`src/rtl/dtw_pkg.sv`:
```
// Shared types, sizes and arithmetic helpers for the DTW distance engine.
// No dependencies; every other RTL file but dtw_ram imports this package.
`default_nettype none

package dtw_pkg;

    // Sizes
    localparam int MAX_REF_LEN = 1024;
    localparam int SAMPLE_BITS = 16;
    localparam int DIST_W      = 32;
    localparam int ADDR_W      = $clog2(MAX_REF_LEN);
    localparam int LEN_W       = $clog2(MAX_REF_LEN + 1);
    localparam int DIFF_W      = SAMPLE_BITS + 1;
    localparam int CMP_W       = (DIFF_W > DIST_W) ? DIFF_W : DIST_W;

    localparam logic [DIST_W-1:0] DIST_MAX = {DIST_W{1'b1}};

    // Operation codes
    localparam logic OP_REF   = 1'b0;
    localparam logic OP_QUERY = 1'b1;

    // Input beat
    typedef struct packed {
        logic                          op;
        logic signed [SAMPLE_BITS-1:0] sample;
        logic                          last;
    } item_t;

    // Result beat
    typedef struct packed {
        logic [DIST_W-1:0] distance;
        logic              ref_truncated;
        logic              ref_empty;
    } result_t;

    // Controller to datapath
    typedef struct packed {
        logic              ref_wr;
        logic [ADDR_W-1:0] ref_addr;
        logic              sample_load;
        logic              issue;
        logic [ADDR_W-1:0] cell_addr;
        logic              first_cell;
        logic              last_cell;
        logic              first_row;
        logic              out_load;
        logic              ref_truncated;
        logic              ref_empty;
    } dtw_cmd_t;

    // Datapath to controller
    typedef struct packed {
        logic pipe_busy;
        logic out_full;
    } dtw_status_t;

    // |a - b|, clamped to the distance range
    function automatic logic [DIST_W-1:0] cell_cost(
        input logic signed [SAMPLE_BITS-1:0] a,
        input logic signed [SAMPLE_BITS-1:0] b
    );
        logic signed [DIFF_W-1:0] d;
        logic [DIFF_W-1:0]        m;
        logic [CMP_W-1:0]         mw;
        d  = {a[SAMPLE_BITS-1], a} - {b[SAMPLE_BITS-1], b};
        m  = d[DIFF_W-1] ? DIFF_W'(~d + 1'b1) : d;
        mw = CMP_W'(m);
        if (mw > CMP_W'(DIST_MAX))
            return DIST_MAX;
        return mw[DIST_W-1:0];
    endfunction

    // Saturating add
    function automatic logic [DIST_W-1:0] sat_add(
        input logic [DIST_W-1:0] a,
        input logic [DIST_W-1:0] b
    );
        logic [DIST_W:0] s;
        s = {1'b0, a} + {1'b0, b};
        return s[DIST_W] ? DIST_MAX : s[DIST_W-1:0];
    endfunction

    function automatic logic [DIST_W-1:0] min2(
        input logic [DIST_W-1:0] a,
        input logic [DIST_W-1:0] b
    );
        return (a < b) ? a : b;
    endfunction

endpackage

`default_nettype wire

```
`src/rtl/dtw_ctrl.sv`:
```
// DTW controller: reference load bookkeeping, row walk sequencing, result hand-off.
// Depends on dtw_pkg.
`default_nettype none

module dtw_ctrl (
    input  wire logic                 clk,
    input  wire logic                 rst_n,
    input  wire logic                 item_valid,
    output logic                      item_stall,
    input  wire dtw_pkg::item_t       item,
    input  wire logic                 result_stall,
    input  wire dtw_pkg::dtw_status_t status,
    output dtw_pkg::dtw_cmd_t         cmd
);
    import dtw_pkg::*;

    typedef enum logic [3:0] {
        S_IDLE  = 4'b0001,
        S_WALK  = 4'b0010,
        S_DRAIN = 4'b0100,
        S_DONE  = 4'b1000
    } state_t;

    state_t            state_reg, state_next;
    logic [LEN_W-1:0]  len_reg, len_next;
    logic              open_reg, open_next;
    logic              first_row_reg, first_row_next;
    logic              trunc_reg, trunc_next;
    logic [ADDR_W-1:0] idx_reg, idx_next;
    logic              last_q_reg, last_q_next;

    logic              accept;
    logic              start;
    logic [LEN_W-1:0]  len_base;
    logic              room;
    logic [LEN_W-1:0]  len_m1;
    logic              last_cell;

    assign item_stall = (state_reg != S_IDLE);
    assign accept     = item_valid && !item_stall;

    // Reference write slot: a load that is not open restarts at zero
    assign start     = !open_reg;
    assign len_base  = start ? '0 : len_reg;
    assign room      = (len_base < LEN_W'(MAX_REF_LEN));
    assign len_m1    = len_reg - 1'b1;
    assign last_cell = (idx_reg == len_m1[ADDR_W-1:0]);

    // Next state and commands
    always_comb
    begin
        state_next     = state_reg;
        len_next       = len_reg;
        open_next      = open_reg;
        first_row_next = first_row_reg;
        trunc_next     = trunc_reg;
        idx_next       = idx_reg;
        last_q_next    = last_q_reg;

        cmd               = '0;
        cmd.ref_addr      = len_base[ADDR_W-1:0];
        cmd.cell_addr     = idx_reg;
        cmd.first_cell    = (idx_reg == '0);
        cmd.last_cell     = last_cell;
        cmd.first_row     = first_row_reg;
        cmd.ref_truncated = trunc_reg;
        cmd.ref_empty     = (len_reg == '0);

        unique case (state_reg)
            S_IDLE:
            begin
                if (accept)
                begin
                    if (item.op == OP_REF)
                    begin
                        cmd.ref_wr     = room;
                        len_next       = room ? len_base + 1'b1 : len_base;
                        trunc_next     = (start ? 1'b0 : trunc_reg) | !room;
                        open_next      = !item.last;
                        first_row_next = start ? 1'b1 : first_row_reg;
                    end
                    else
                    begin
                        open_next   = 1'b0;
                        last_q_next = item.last;
                        if (len_reg != '0)
                        begin
                            cmd.sample_load = 1'b1;
                            idx_next        = '0;
                            state_next      = S_WALK;
                        end
                        else if (item.last)
                        begin
                            first_row_next = 1'b1;
                            state_next     = S_DONE;
                        end
                    end
                end
            end
            S_WALK:
            begin
                cmd.issue = 1'b1;
                idx_next  = idx_reg + 1'b1;
                if (last_cell)
                    state_next = S_DRAIN;
            end
            S_DRAIN:
            begin
                if (!status.pipe_busy)
                begin
                    first_row_next = last_q_reg;
                    state_next     = last_q_reg ? S_DONE : S_IDLE;
                end
            end
            S_DONE:
            begin
                if (!status.out_full || !result_stall)
                begin
                    cmd.out_load = 1'b1;
                    state_next   = S_IDLE;
                end
            end
            default:
            begin
                state_next = S_IDLE;
            end
        endcase
    end

    // Control registers
    always_ff @(posedge clk or negedge rst_n)
    begin
        if (!rst_n)
        begin
            state_reg     <= S_IDLE;
            len_reg       <= '0;
            open_reg      <= 1'b0;
            first_row_reg <= 1'b1;
            trunc_reg     <= 1'b0;
            idx_reg       <= '0;
            last_q_reg    <= 1'b0;
        end
        else
        begin
            state_reg     <= state_next;
            len_reg       <= len_next;
            open_reg      <= open_next;
            first_row_reg <= first_row_next;
            trunc_reg     <= trunc_next;
            idx_reg       <= idx_next;
            last_q_reg    <= last_q_next;
        end
    end

endmodule

`default_nettype wire

```
`config.mk`:
```
export PLATFORM = sky130hd
export DESIGN_NAME = dtw_ctrl
export DESIGN_NICKNAME = d
export VERILOG_FILES = /design/src/rtl/dtw_pkg.sv /design/src/rtl/dtw_ctrl.sv
export SDC_FILE = /design/constraint.sdc
export NUM_CORES = 1
export LEC_CHECK = 0
export ABC_CLOCK_PERIOD_IN_PS = 5670
export BUFFER_PORTS_ARGS = -buffer_cell sky130_fd_sc_hd__buf_2
export CAP_MARGIN = 20
export CORE_UTILIZATION = 53
export CTS_BUF_LIST = sky130_fd_sc_hd__clkbuf_4
export CTS_CLUSTER_SIZE = 30
export DETAILED_ROUTE_END_ITERATION = 7
export GPL_TIMING_DRIVEN = 0
export PLACE_DENSITY = 0.77
export SLEW_MARGIN = 20
export SYNTH_ARGS = -nofsm -noshare
export SYNTH_HDL_FRONTEND = slang
export SYNTH_SLANG_ARGS = --single-unit
```
`constraint.sdc`:
```
create_clock -name clk -period 5.67 [get_ports clk]
set_input_delay 0.2835 -clock clk [delete_from_list [all_inputs] [get_ports clk]]
set_output_delay 0.2835 -clock clk [all_outputs]
set_load 0.02 [all_outputs]
```
== Word-level counts from Yosys, hierarchy flattened ==
Cells that the tools add are included.

* ROM bits: 0
* Register bits after elaboration: 29
* Input port bits: 24
* Logic and storage cells: 81
* Bits in latches: 0
* Memories: 0
* Bits in writable memories: 0
* Output and inout bits: 30

* Multiplexer cells: 34
* Div/mod/pow operators: 0
* Bitwise gates (word level): 2
* Eq/ne operators: 16
* Reduce and logical (&&, ||, !) cells: 18
* $mul: 0
* Add/subtract/negate cells: 3
* Shift-type cells: 0
* $lt $le $gt $ge: 1

{| class="wikitable"
|+ Operators by type and width
! cell !! count
|-
| 4-bit two-way mux || 8
|-
| 10-bit two-way mux || 3
|-
| 11-bit two-way mux || 2
|-
| 10-bit one-hot mux with 2 select lines || 1
|-
| 1-bit two-way mux || 18
|-
| 4-bit one-hot mux with 4 select lines || 1
|-
| 2-bit != test, second input constant || 6
|-
| 3-bit != test, second input constant || 4
|-
| 6-bit AND reduction || 2
|-
| 11-bit by 1-bit adder with 11-bit output, second input constant || 1
|-
| 11-bit zero test || 1
|-
| 11-bit less-than comparator, second input constant || 1
|-
| 11-bit nonzero test || 1
|-
| 10-bit by 1-bit adder with 10-bit output, second input constant || 1
|-
| 10-bit == test || 1
|-
| 10-bit zero test || 1
|-
| 10-bit by 1-bit subtractor with 10-bit output, second input constant || 1
|-
| 3-bit AND reduction || 2
|-
| 1-bit zero test || 5
|-
| 4-bit by 1-bit == test with 1-bit output, second input constant || 1
|-
| 4-bit by 2-bit == test with 1-bit output, second input constant || 1
|-
| 4-bit by 3-bit == test with 1-bit output, second input constant || 1
|-
| 4-bit == test, second input constant || 1
|-
| 4-bit by 1-bit != test with 1-bit output, second input constant || 1
|-
| other kinds (8) || 9
|}

== Longest topological paths before layout ==
Gate-level depths: netlist (run 1).

* Depth after elaboration: 5
* Gate-level depth with buffers: 10
* Depth with buffers taken out: 8

== Least setup slack after synthesis (run 1) ==
OpenSTA, ideal clock, no wires.

* Path kind: register to output
* Start point: register len_reg[0]
* End point: output port cmd[4] in the netlist's numbering
* Arrival: 2.423 ns
* Path buffers: 3
* Data required time: 5.387 ns
* Path slack: 2.963 ns
* Cell stages (with the launch flop): 11
* Path through: dfrtp_1 -> clkbuf_1 -> inv_1 -> ha_1 -> or3b_2 -> clkbuf_1 -> nor3_1 -> xnor2_1 -> nand4_1 -> a2111oi_4 -> buf_4

* Cells in the longest elaborated chain, start to end: 2

{| class="wikitable"
|+ Ends and longest elaborated chain
! element !! line !! RTL
|-
| start, declared || dtw_ctrl.sv:25 || <nowiki>logic [LEN_W-1:0] len_reg, len_next;</nowiki>
|-
| start signal, assigned || dtw_ctrl.sv:146 || <nowiki>len_reg <= len_next;</nowiki>
|-
| 10-bit by 1-bit subtractor with 10-bit output || dtw_ctrl.sv:46 || <nowiki>assign len_m1 = len_reg - 1'b1;</nowiki>
|-
| 10-bit == test || dtw_ctrl.sv:47 || <nowiki>assign last_cell = (idx_reg == len_m1[ADDR_W-1:0]);</nowiki>
|-
| end, declared || dtw_ctrl.sv:13 || <nowiki>output dtw_pkg::dtw_cmd_t cmd</nowiki>
|}

No other way between the ends.

== Final worst setup path (run 1) ==
Same ends and word-level chain as after synthesis.

==> flow_summary.json, run 1 <==
{
  "hold_depth": 2,
  "netlist_area_sq_mm": 0.00214,
  "power.density_mw_per_mm2": 381,
  "rr_worst_depth": 10,
  "coreArea_sq_mm": 0.00377,
  "internal-power_mw": 0.511,
  "max-cap-violations": 0,
  "switching_share_pct": 45.1,
  "synthTopCellsByArea": "dfrtp_1, xnor2_1, xor2_1, nand2_1, nor2_1",
  "fin_setup_tns_ns": 0,
  "max_slew_margin_pct": 55.1,
  "wl_per_cell_um": 13.9,
  "cts_buffers": 5,
  "synth_top_area_cell": "dfrtp_1",
  "antenna_found_initial": 0,
  "grt_pass1_vias": 1921,
  "gr-total-overflow": 0,
  "synth_nets": 277,
  "met3_usage_pct": 7.64,
  "initial_core_util_pct": 56.6,
  "drive_gt1_share_pct": 24.6,
  "route.antenna.remaining_nets": 0,
  "period_share_pct": 62.6,
  "syn_inst": 248,
  "yosysSeqAreaShare_pct": 34.1,
  "area_growth_pct": 14.2,
  "grt.busiest_layer": "met2",
  "ys_seq_elements": 29,
  "whs_ns": 0.177,
  "dr.first_iter.drc_count": 95,
  "route.detailed.drc": 0,
  "gp_congestion": 0.912,
  "grt_max_degree": 30,
  "clockRootBuffer": "clkbuf_4",
  "hp-start": "item[0]",
  "drt-total-wl_mm": 4.75,
  "final_core_util_pct": 64.7,
  "cts.sinks": 29,
  "setup_viol": 0,
  "p_seq_share_pct": 31.4,
  "die-area_sq_mm": 0.00429,
  "synth_top_area_share_pct": 31.6,
  "required_ns": 5.39,
  "layout.nets": 322,
  "largest_reg_flops": 11,
  "tritoncts": "done",
  "worstSetupStartpointType": "flop",
  "fin_skew_ns": 0.00463,
  "post-dp-hpwl_mm": 3.55,
  "crit_type": "reg2out",
  "yosys_warnings": 0,
  "finalPower_mw": 0.930,
  "dpl_cell_area_sq_mm": 0.00238,
  "drt-vias-per-instance": 5.64,
  "timing.fmax_mhz": 282,
  "die_w_um": 65.5,
  "fin_crit_ns": 3.55,
  "synth_area_per_cell_sq_um": 8.61,
  "row_count": 22,
  "design_area_sq_mm": 0.00244,
  "first_pass_iters": 4,
  "grtUsageMet1_pct": 31.5,
  "ff2ff_setup_slack_ns": 2.78,
  "holdPathEnd": "open_reg$_DFFE_PN0P_",
  "clock_power_share_pct": 12.8,
  "r2r_start": "len_reg[0]$_DFFE_PN0P_",
  "path_max_fanout": 7,
  "met2_usage_pct": 44.7,
  "io_buffers": 37,
  "worstPathArrival_ns": 3.27,
  "grt_setup_unrepaired": "no",
  "post_cts_buffers": 0,
  "rr_endpoint": "state_reg[1]$_DFFE_PN0P_",
  "switching_power_mw": 0.419,
  "p_leak_nw": 1.14,
  "ir_drop_mv": 0.285,
  "insertion_delay_ns": 0.32,
  "synthDistinctLibCells": 49,
  "vias": 1924,
  "track_usage_pct": 26.3,
  "worst_pin_slew_ns": 0.674,
  "hold_path.class": "in2reg",
  "antenna_cells": 0,
  "cts_resized": 0,
  "clk_pin_slew_ns": 0.09,
  "slew_violations": 0,
  "cts-hold-fix-buffers": 1,
  "ios": 54,
  "cts_htree_levels": 2,
  "cts_buffer_depth": 2,
  "grt_first_pass_wirelength_mm": 8.51,
  "hold_viol_final": 0,
  "die_h_um": 65.5,
  "end_kind": "output pin",
  "combPwrFrac_pct": 55.7,
  "status": "finished, final reports clean"
}
-- power by group through the flow --
stage	clock (mW)	sequential [mW]	combinational [mW]
6_report	0.119	0.292	0.518
4_1_cts	0.124	0.292	0.519
3_3_place_gp	0	0.296	0.502
3_5_place_dp	0	0.296	0.515
2_1_floorplan	0	0.296	0.385
5_1_grt	0.136	0.299	0.570
-- metal layers --
| metal | up-vias | routed length [um] |
|---|---|---|
| met3 | 6 | 184 |
| met2 | 43 | 2340 |
| met5 | - | 0 |
| met4 | 0 | 54 |
| li1 | 954 | - |
| met1 | 921 | 2170 |
-- synthesized netlist by cell type (all sizes together) --
cell / number
dfrtp: 27
ha: 5
a22oi: 4
nor2: 19
a31oi: 1
a21o: 1
nor3: 10
or4b: 3
a2111oi: 1
and2: 10
or3b: 1
or3: 2
mux2: 3
o22ai: 1
a22o: 2
a311o: 1
o32ai: 3
a21oi: 11
a211oi: 1
o21a: 2
nand2b: 3
dfstp: 2
a32o: 1
xor2: 11
or4: 4
nor2b: 5
nand4: 8
buf: 9
mux2i: 1
clkbuf: 12
and4: 3
o31ai: 1
xnor2: 12
o21ai: 11
nor4: 3
inv: 14
a311oi: 1
nand2: 25
nand3: 10
nand3b: 1
nor4b: 3
-- cell type report --
| type | instances | area (sq um) |
|---|---|---|
| inverter | 14 | 52.6 |
| sequential | 29 | 728 |
| clock buffer | 6 | 45.0 |
| fill | 348 | 1330 |
| multi-input combinational | 184 | 1240 |
| buffer | 21 | 110 |
| clock inverter | 1 | 3.75 |
| tap | 48 | 60.1 |
| timing repair buffer | 38 | 195 |
-- critical path: stages (launching register included) --
cell       delay (ns)
dfrtp_1          0.37
clkbuf_1         0.19
inv_1            0.18
ha_1             0.24
or3b_2           0.45
clkbuf_1         0.17
nor3_1           0.20
xnor2_1          0.16
nand4_1          0.19
a2111oi_4        0.47
buf_4            0.18
buf_2            0.15
-- kinds of logic after synthesis --
group | count (synthesis) | share of synthesized area [%]
AND/OR/NAND/NOR | 110 | 30.1
adder cells (fa/ha/maj) | 5 | 2.93
flip-flops | 29 | 34.1
AO/OA/AOI/OAI | 42 | 13.8
multiplexers | 4 | 2.05
XOR/XNOR | 23 | 9.43
buffers and inverters | 35 | 7.62
-- placed cells by master, fill, tap and decap left out, types with 9 or more instances in the layout --
| master | n |
|---|---|
| nand2_1 | 25 |
| o21ai_0 | 10 |
| clkbuf_1 | 12 |
| nor2_1 | 19 |
| xnor2_1 | 12 |
| inv_1 | 12 |
| xor2_1 | 11 |
| buf_2 | 41 |
| and2_1 | 10 |
| dfrtp_1 | 27 |
| a21oi_1 | 11 |
| nand3_1 | 10 |
| nor3_1 | 9 |
-- stage by stage --
stage          worst slack (ns)  cells
3_3_place_gp               2.54    333
5_1_grt                    1.94    341
3_5_place_dp               2.48    333
4_1_cts                    2.08    341
2_1_floorplan              2.96    248
6_report                   2.12    341
-- worst max-delay path by stage --
| stage | startpoint | end | slack [ns] | depth (start not counted) |
|---|---|---|---|---|
| global placement | len_reg[0]$_DFFE_PN0P_ | cmd[4] | 2.54 | 11 |
| detailed placement | len_reg[0]$_DFFE_PN0P_ | cmd[4] | 2.48 | 11 |
| floorplan | len_reg[0]$_DFFE_PN0P_ | cmd[4] | 2.96 | 10 |
| finish | len_reg[0]$_DFFE_PN0P_ | cmd[4] | 2.12 | 11 |
| global route | len_reg[0]$_DFFE_PN0P_ | cmd[4] | 1.94 | 11 |
| CTS | len_reg[0]$_DFFE_PN0P_ | cmd[4] | 2.08 | 11 |
No activity file was read; power rests on OpenSTA's default activity.
==> run 2: changes to the inputs <==
Settings changed: ABC_CLOCK_PERIOD_IN_PS 5670 to 3000, CORE_UTILIZATION 53 to 50, PLACE_DENSITY 0.77 to 0.76.
Clock period 5.67 ns to 3 ns, I/O delays scaled along.
==> run 2 against run 1 <==
Combinational power rose by 93%. Die area rose by 5.8%. Hold slack got worse by 0.13 ns. Clock power rose by 120%. Critical path type unchanged. Via count fell by 1.7%. Global-route usage fell by 3.4 points. Register-to-register slack got worse by 2.5 ns. Worst setup slack got worse by 2.0 ns. First-iteration DRC count rose by 51%. Sequential share of layout area fell by 0.37 points.
==> flow_summary.json, run 2 (synthesized netlist as in run 1, its figures left out) <==
{
  "worstPathArrival_ns": 2.77,
  "critPathTopFamily": "simple AND/OR/NAND/NOR gates",
  "worst_pin_slew_ns": 0.663,
  "first_pass_iters": 4,
  "vias": 1892,
  "area_growth_pct": 16.1,
  "initial_core_util_pct": 52.6,
  "cts_buffer_depth": 2,
  "grt_first_pass_wirelength_mm": 7.75,
  "critPathCapture": "cmd[4]",
  "met2WireLength_mm": 2.32,
  "cts.sinks": 29,
  "finalPower_mw": 1.82,
  "drt-vias-per-instance": 5.52,
  "fin_crit_ns": 2.92,
  "layout_common_cells": "buf_2, nand2_1, dfrtp_1",
  "insertion_delay_ns": 0.33,
  "clk_pin_slew_ns": 0.10,
  "path_max_fanout": 5,
  "slowest_delay_ns": 0.47,
  "antenna_cells": 0,
  "highest_layer": "met4",
  "period_share_pct": 97.4,
  "cts_buffers": 5,
  "r2r_start": "len_reg[1]$_DFFE_PN0P_",
  "ff2ff_setup_slack_ns": 0.31,
  "slowest_stage": "a2111oi_4",
  "hold_path.class": "in2reg",
  "hold_viol_final": 0,
  "post-dp-hpwl_mm": 3.40,
  "gp_congestion": 0.884,
  "p_leak_nw": 1.16,
  "wl_met3_um": 132,
  "crit_type": "reg2out",
  "final_common_cell": "buf_2",
  "fin_ws_ns": 0.0792,
  "route.antenna.remaining_nets": 0,
  "die_h_um": 67.4,
  "row_count": 23,
  "n_fill_cell": 364,
  "end_kind": "output pin",
  "setup_viol": 0,
  "track_usage_pct": 22.9,
  "required_ns": 2.85,
  "clockRootBuffer": "clkbuf_4",
  "fin_setup_tns_ns": 0,
  "route.detailed.drc": 0,
  "path_cells": "inv_2 -> ha_4 -> or3b_4 -> nor3_2 -> xnor2_1 -> nand4_1 -> a2111oi_4 -> buf_4 -> buf_2",
  "rr_worst_depth": 8,
  "die_w_um": 67.4,
  "tritoncts": "done",
  "pre_cts_ws_ns": -0.0280,
  "path_depth": 9,
  "status": "finished, final reports clean",
  "fin_skew_ns": 0.0118,
  "dr.first_iter.drc_count": 143,
  "coreArea_sq_mm": 0.00406,
  "worst-path-buf-inv": 3,
  "io_buffers": 37,
  "cts_htree_levels": 2,
  "max_slew_margin_pct": 55.8,
  "slew_violations": 0,
  "grt_max_degree": 30,
  "rr_endpoint": "idx_reg[7]$_DFFE_PN0P_",
  "layout.nets": 321,
  "routedLengthMet1_mm": 2.28,
  "largest_reg_flops": 11,
  "worstSetupStartpoint": "len_reg[1]$_DFFE_PN0P_",
  "timing.fmax_mhz": 342,
  "die-area_sq_mm": 0.00454,
  "ios": 54,
  "power.density_mw_per_mm2": 734,
  "antenna_found_initial": 0,
  "grt_pass1_vias": 1614,
  "ir_drop_mv": 0.466,
  "drive_gt1_share_pct": 28.0,
  "gr-total-overflow": 0,
  "worstSetupStartpointType": "flop",
  "wl_per_cell_um": 14.0,
  "drt-total-wl_mm": 4.80,
  "max-cap-violations": 0
}
-- run 2: cell types whose count changed in the layout (fill, tap and decap cells not counted), sizes merged --
cell	change
buf	+1
clkinv	-1
-- run 2: worst min-delay path by stage --
stage | start | endpoint | slack (ns) | depth (start not counted)
after floorplan | rst_n | idx_reg[0]$_DFFE_PN0P_ | -0.15 | 0
after global placement | rst_n | idx_reg[2]$_DFFE_PN0P_ | 0.22 | 1
after detailed placement | rst_n | idx_reg[2]$_DFFE_PN0P_ | 0.23 | 1
after CTS | item[0] | open_reg$_DFFE_PN0P_ | 0.04 | 2
after global routing | item[0] | open_reg$_DFFE_PN0P_ | 0.07 | 2
final | item[0] | open_reg$_DFFE_PN0P_ | 0.04 | 2
-- run 2: cell type report --
type / count / area (sq um) / share of cell area [%]
inverter: 14 / 52.6 / 2.12
timing repair buffer: 39 / 203 / 8.18
multi-input combinational: 184 / 1270 / 51.1
clock buffer: 8 / 60.1 / 2.42
buffer: 19 / 103 / 4.14
sequential: 29 / 731 / 29.5
tap: 50 / 62.6 / 2.52
-- run 2: worst register-to-register path, stage by stage, from the launching register on --
cell and delay (ns):
dfrtp_2 0.46, inv_2 0.12, ha_1 0.18, or4b_2 0.62, nor4_4 0.32, o21ai_2 0.20
and4_1 0.27, nand3_1 0.09, mux2_2 0.33
-- run 2: metal layers --
| metal | track usage (%) | up-vias |
|---|---|---|
| li1 | - | 956 |
| met1 | 30.7 | 895 |
| met2 | 36.4 | 34 |
| met3 | 3.55 | 7 |
| met4 | 9.84 | 0 |
| met5 | 0 | - |
-- run 2: timing repair --
action                                  4_1_cts  5_1_grt
buffers inserted                              1        0
cloned                                        0        0
endpoints found under the setup margin        1        1
hold endpoints to repair                     27        0
gates resized for setup                       6        3
pin swaps                                     2        2
hold buffers                                  1        0
-- run 2: power by group --
group | leakage, nW | internal, mW | switching (mW)
clock | 0.0368 | 0.120 | 0.141
combinational | 0.733 | 0.426 | 0.573
sequential | 0.386 | 0.469 | 0.0912
total | 1.16 | 1.02 | 0.805
-- run 2: through the flow --
step | hold WS (ns) | utilization (%) | instances | instance area (sq um)
3_3_place_gp | 0.221 | 58.7 | 335 | 2380
2_1_floorplan | -0.146 | - | 248 | 2140
4_1_cts | 0.0409 | 60.7 | 343 | 2460
5_1_grt | 0.0661 | 61.1 | 343 | 2480
6_report | 0.0434 | 61.1 | 343 | 2480
3_5_place_dp | 0.227 | 58.7 | 335 | 2380
==> run 3: changes to the inputs <==
Settings changed: CELL_PAD_IN_SITES_DETAIL_PLACEMENT set to 0, CELL_PAD_IN_SITES_GLOBAL_PLACEMENT set to 1, CORE_UTILIZATION 50 to 37.
==> run 3 against run 2 <==
Core utilization down 15 points. Cell count up 7.0%. Via count up 1.4%. Power up 5.8%. Hold slack better by 0.0046 ns. Sequential share of layout area down 0.60 points. Non-clock buffer count up 2. Maximum frequency up 3.5%. Critical endpoint unchanged.
==> flow_summary.json, run 3 (synthesized netlist as in run 1, its figures left out) <==
{
  "status": "finished, final reports clean",
  "gr-total-overflow": 0,
  "finalNonFillerCells": 367,
  "antenna_found_initial": 0,
  "vias": 1919,
  "rr_endpoint": "idx_reg[7]$_DFFE_PN0P_",
  "end_kind": "output pin",
  "max-cap-violations": 0,
  "place_inst": 357,
  "tritoncts": "done",
  "drt-vias-per-instance": 5.23,
  "cts_htree_levels": 2,
  "clk_pin_slew_ns": 0.09,
  "layout_common_cells": "buf_2, dfrtp_1, nand2_1",
  "power.density_mw_per_mm2": 762,
  "grt_pass1_vias": 1849,
  "die-area_sq_mm": 0.00608,
  "worst_pin_slew_ns": 0.705,
  "slowest_stage": "or4_4",
  "setup_viol": 0,
  "worstSetupStartpoint": "len_reg[0]$_DFFE_PN0P_",
  "period_share_pct": 94.0,
  "p_leak_nw": 1.17,
  "area_growth_pct": 18.3,
  "track_usage_pct": 18.7,
  "dr.first_iter.drc_count": 66,
  "gp_congestion": 0.799,
  "die_h_um": 78.0,
  "hold_depth": 2,
  "cts_buffers": 5,
  "drt-total-wl_mm": 5.12,
  "slew_violations": 0,
  "worstSetupStartpointType": "flop",
  "timing.fmax_mhz": 355,
  "crit_type": "reg2out",
  "cts_buffer_depth": 2,
  "grt_setup_unrepaired": "no",
  "die_w_um": 78.0,
  "row_count": 27,
  "ir_drop_mv": 0.394,
  "initial_core_util_pct": 38.6,
  "ff2ff_setup_slack_ns": 0.38,
  "route.detailed.drc": 0,
  "post-dp-hpwl_mm": 3.82,
  "hold_viol_final": 0,
  "cts.sinks": 29,
  "holdPathEnd": "open_reg$_DFFE_PN0P_",
  "wl_per_cell_um": 13.9,
  "route.antenna.remaining_nets": 0,
  "largest_reg_flops": 11,
  "grt_max_degree": 30,
  "rr_worst_depth": 8,
  "required_ns": 2.85,
  "io_buffers": 37,
  "path_cells": "buf_4 -> or4_4 -> nor2_1 -> a21oi_1 -> a311o_1 -> a2111oi_4 -> buf_4 -> buf_2",
  "max_slew_margin_pct": 52.8,
  "r2r_start": "len_reg[1]$_DFFE_PN0P_",
  "ios": 54,
  "worstPathArrival_ns": 2.67,
  "crit_top_cell": "buf_4",
  "clockRootBuffer": "clkbuf_4",
  "grt_first_pass_wirelength_mm": 9.00,
  "drive_gt1_share_pct": 27.5,
  "fin_crit_ns": 2.82,
  "whs_ns": 0.0480,
  "final_core_util_pct": 45.6,
  "fin_setup_tns_ns": 0,
  "antenna_cells": 0,
  "path_max_fanout": 6,
  "hold_path.class": "in2reg",
  "layout.nets": 323,
  "finalPower_mw": 1.93,
  "fin_skew_ns": 0.0135,
  "coreArea_sq_mm": 0.00554,
  "final_common_cell": "buf_2",
  "first_pass_iters": 4,
  "hp-start": "item[0]",
  "insertion_delay_ns": 0.33,
  "slowest_delay_ns": 0.55
}
run 3: cell types whose count changed in the layout (fill, tap and decap cells not counted):
cell	delta
ha_4	-1
dfrtp_2	-1
bufinv_16	+1
nor2_2	-1
dfrtp_1	+1
clkbuf_4	-2
nor2_1	+1
ha_2	+1
buf_4	+2
clkinv_1	+1
run 3: stage by stage:
stage          instance area [sq um]  worst slack [ns]
2_1_floorplan                   2140             0.427
3_3_place_gp                    2410           -0.0492
3_5_place_dp                    2410           -0.0210
4_1_cts                         2520            0.0621
5_1_grt                         2530            0.0162
6_report                        2530             0.179
run 3: metal layers:
metal | global-route usage, % | up-vias | share of wire (%) | wire length (um)
met3 | 3.65 | 5 | 4.6 | 236
met1 | 25.1 | 913 | 48 | 2450
met5 | 0 | - | 0 | 0
met2 | 30.6 | 42 | 47 | 2400
li1 | - | 959 | - | -
met4 | 4.63 | 0 | 0.72 | 37
run 3: timing repair:
| action | CTS | global route |
|---|---|---|
| hold buffers | 1 | 0 |
| endpoints found under the setup margin | 1 | 1 |
| hold endpoints to repair | 27 | 0 |
| resized for setup | 4 | 2 |
| pin swaps | 1 | 1 |
| buffers inserted | 2 | 1 |
run 3: layout make-up:
class	count	area (sq um)
Fill cell	596	3010
Tap cell	72	90.1
Clock buffer	6	45.0
Timing Repair Buffer	41	218
Buffer	19	103
Sequential cell	29	729
Clock inverter	2	33.8
Multi-Input combinational cell	184	1250
Inverter	14	52.6
run 3: worst max-delay path by stage:
stage	to	slack, ns	depth (start not counted)
2_1_floorplan	cmd[4]	0.43	10
3_3_place_gp	cmd[4]	-0.05	11
3_5_place_dp	cmd[4]	-0.02	11
4_1_cts	cmd[4]	0.06	9
5_1_grt	cmd[4]	0.02	8
6_report	cmd[4]	0.18	8
run 3: power breakdown:
part	switching, mW	leakage, nW	internal, mW
Sequential	0.0918	0.387	0.468
Combinational	0.580	0.742	0.458
Clock	0.146	0.0433	0.183
Total	0.818	1.17	1.11
run 3: worst max-delay path, delay by kind of cell, from the launching register on:
| kind | cells | cell delay (ns) |
|---|---|---|
| AO/OA/AOI/OAI | 3 | 0.75 |
| AND/OR/NAND/NOR | 2 | 0.70 |
| buffers and inverters | 3 | 0.48 |
| flip-flops | 1 | 0.42 |
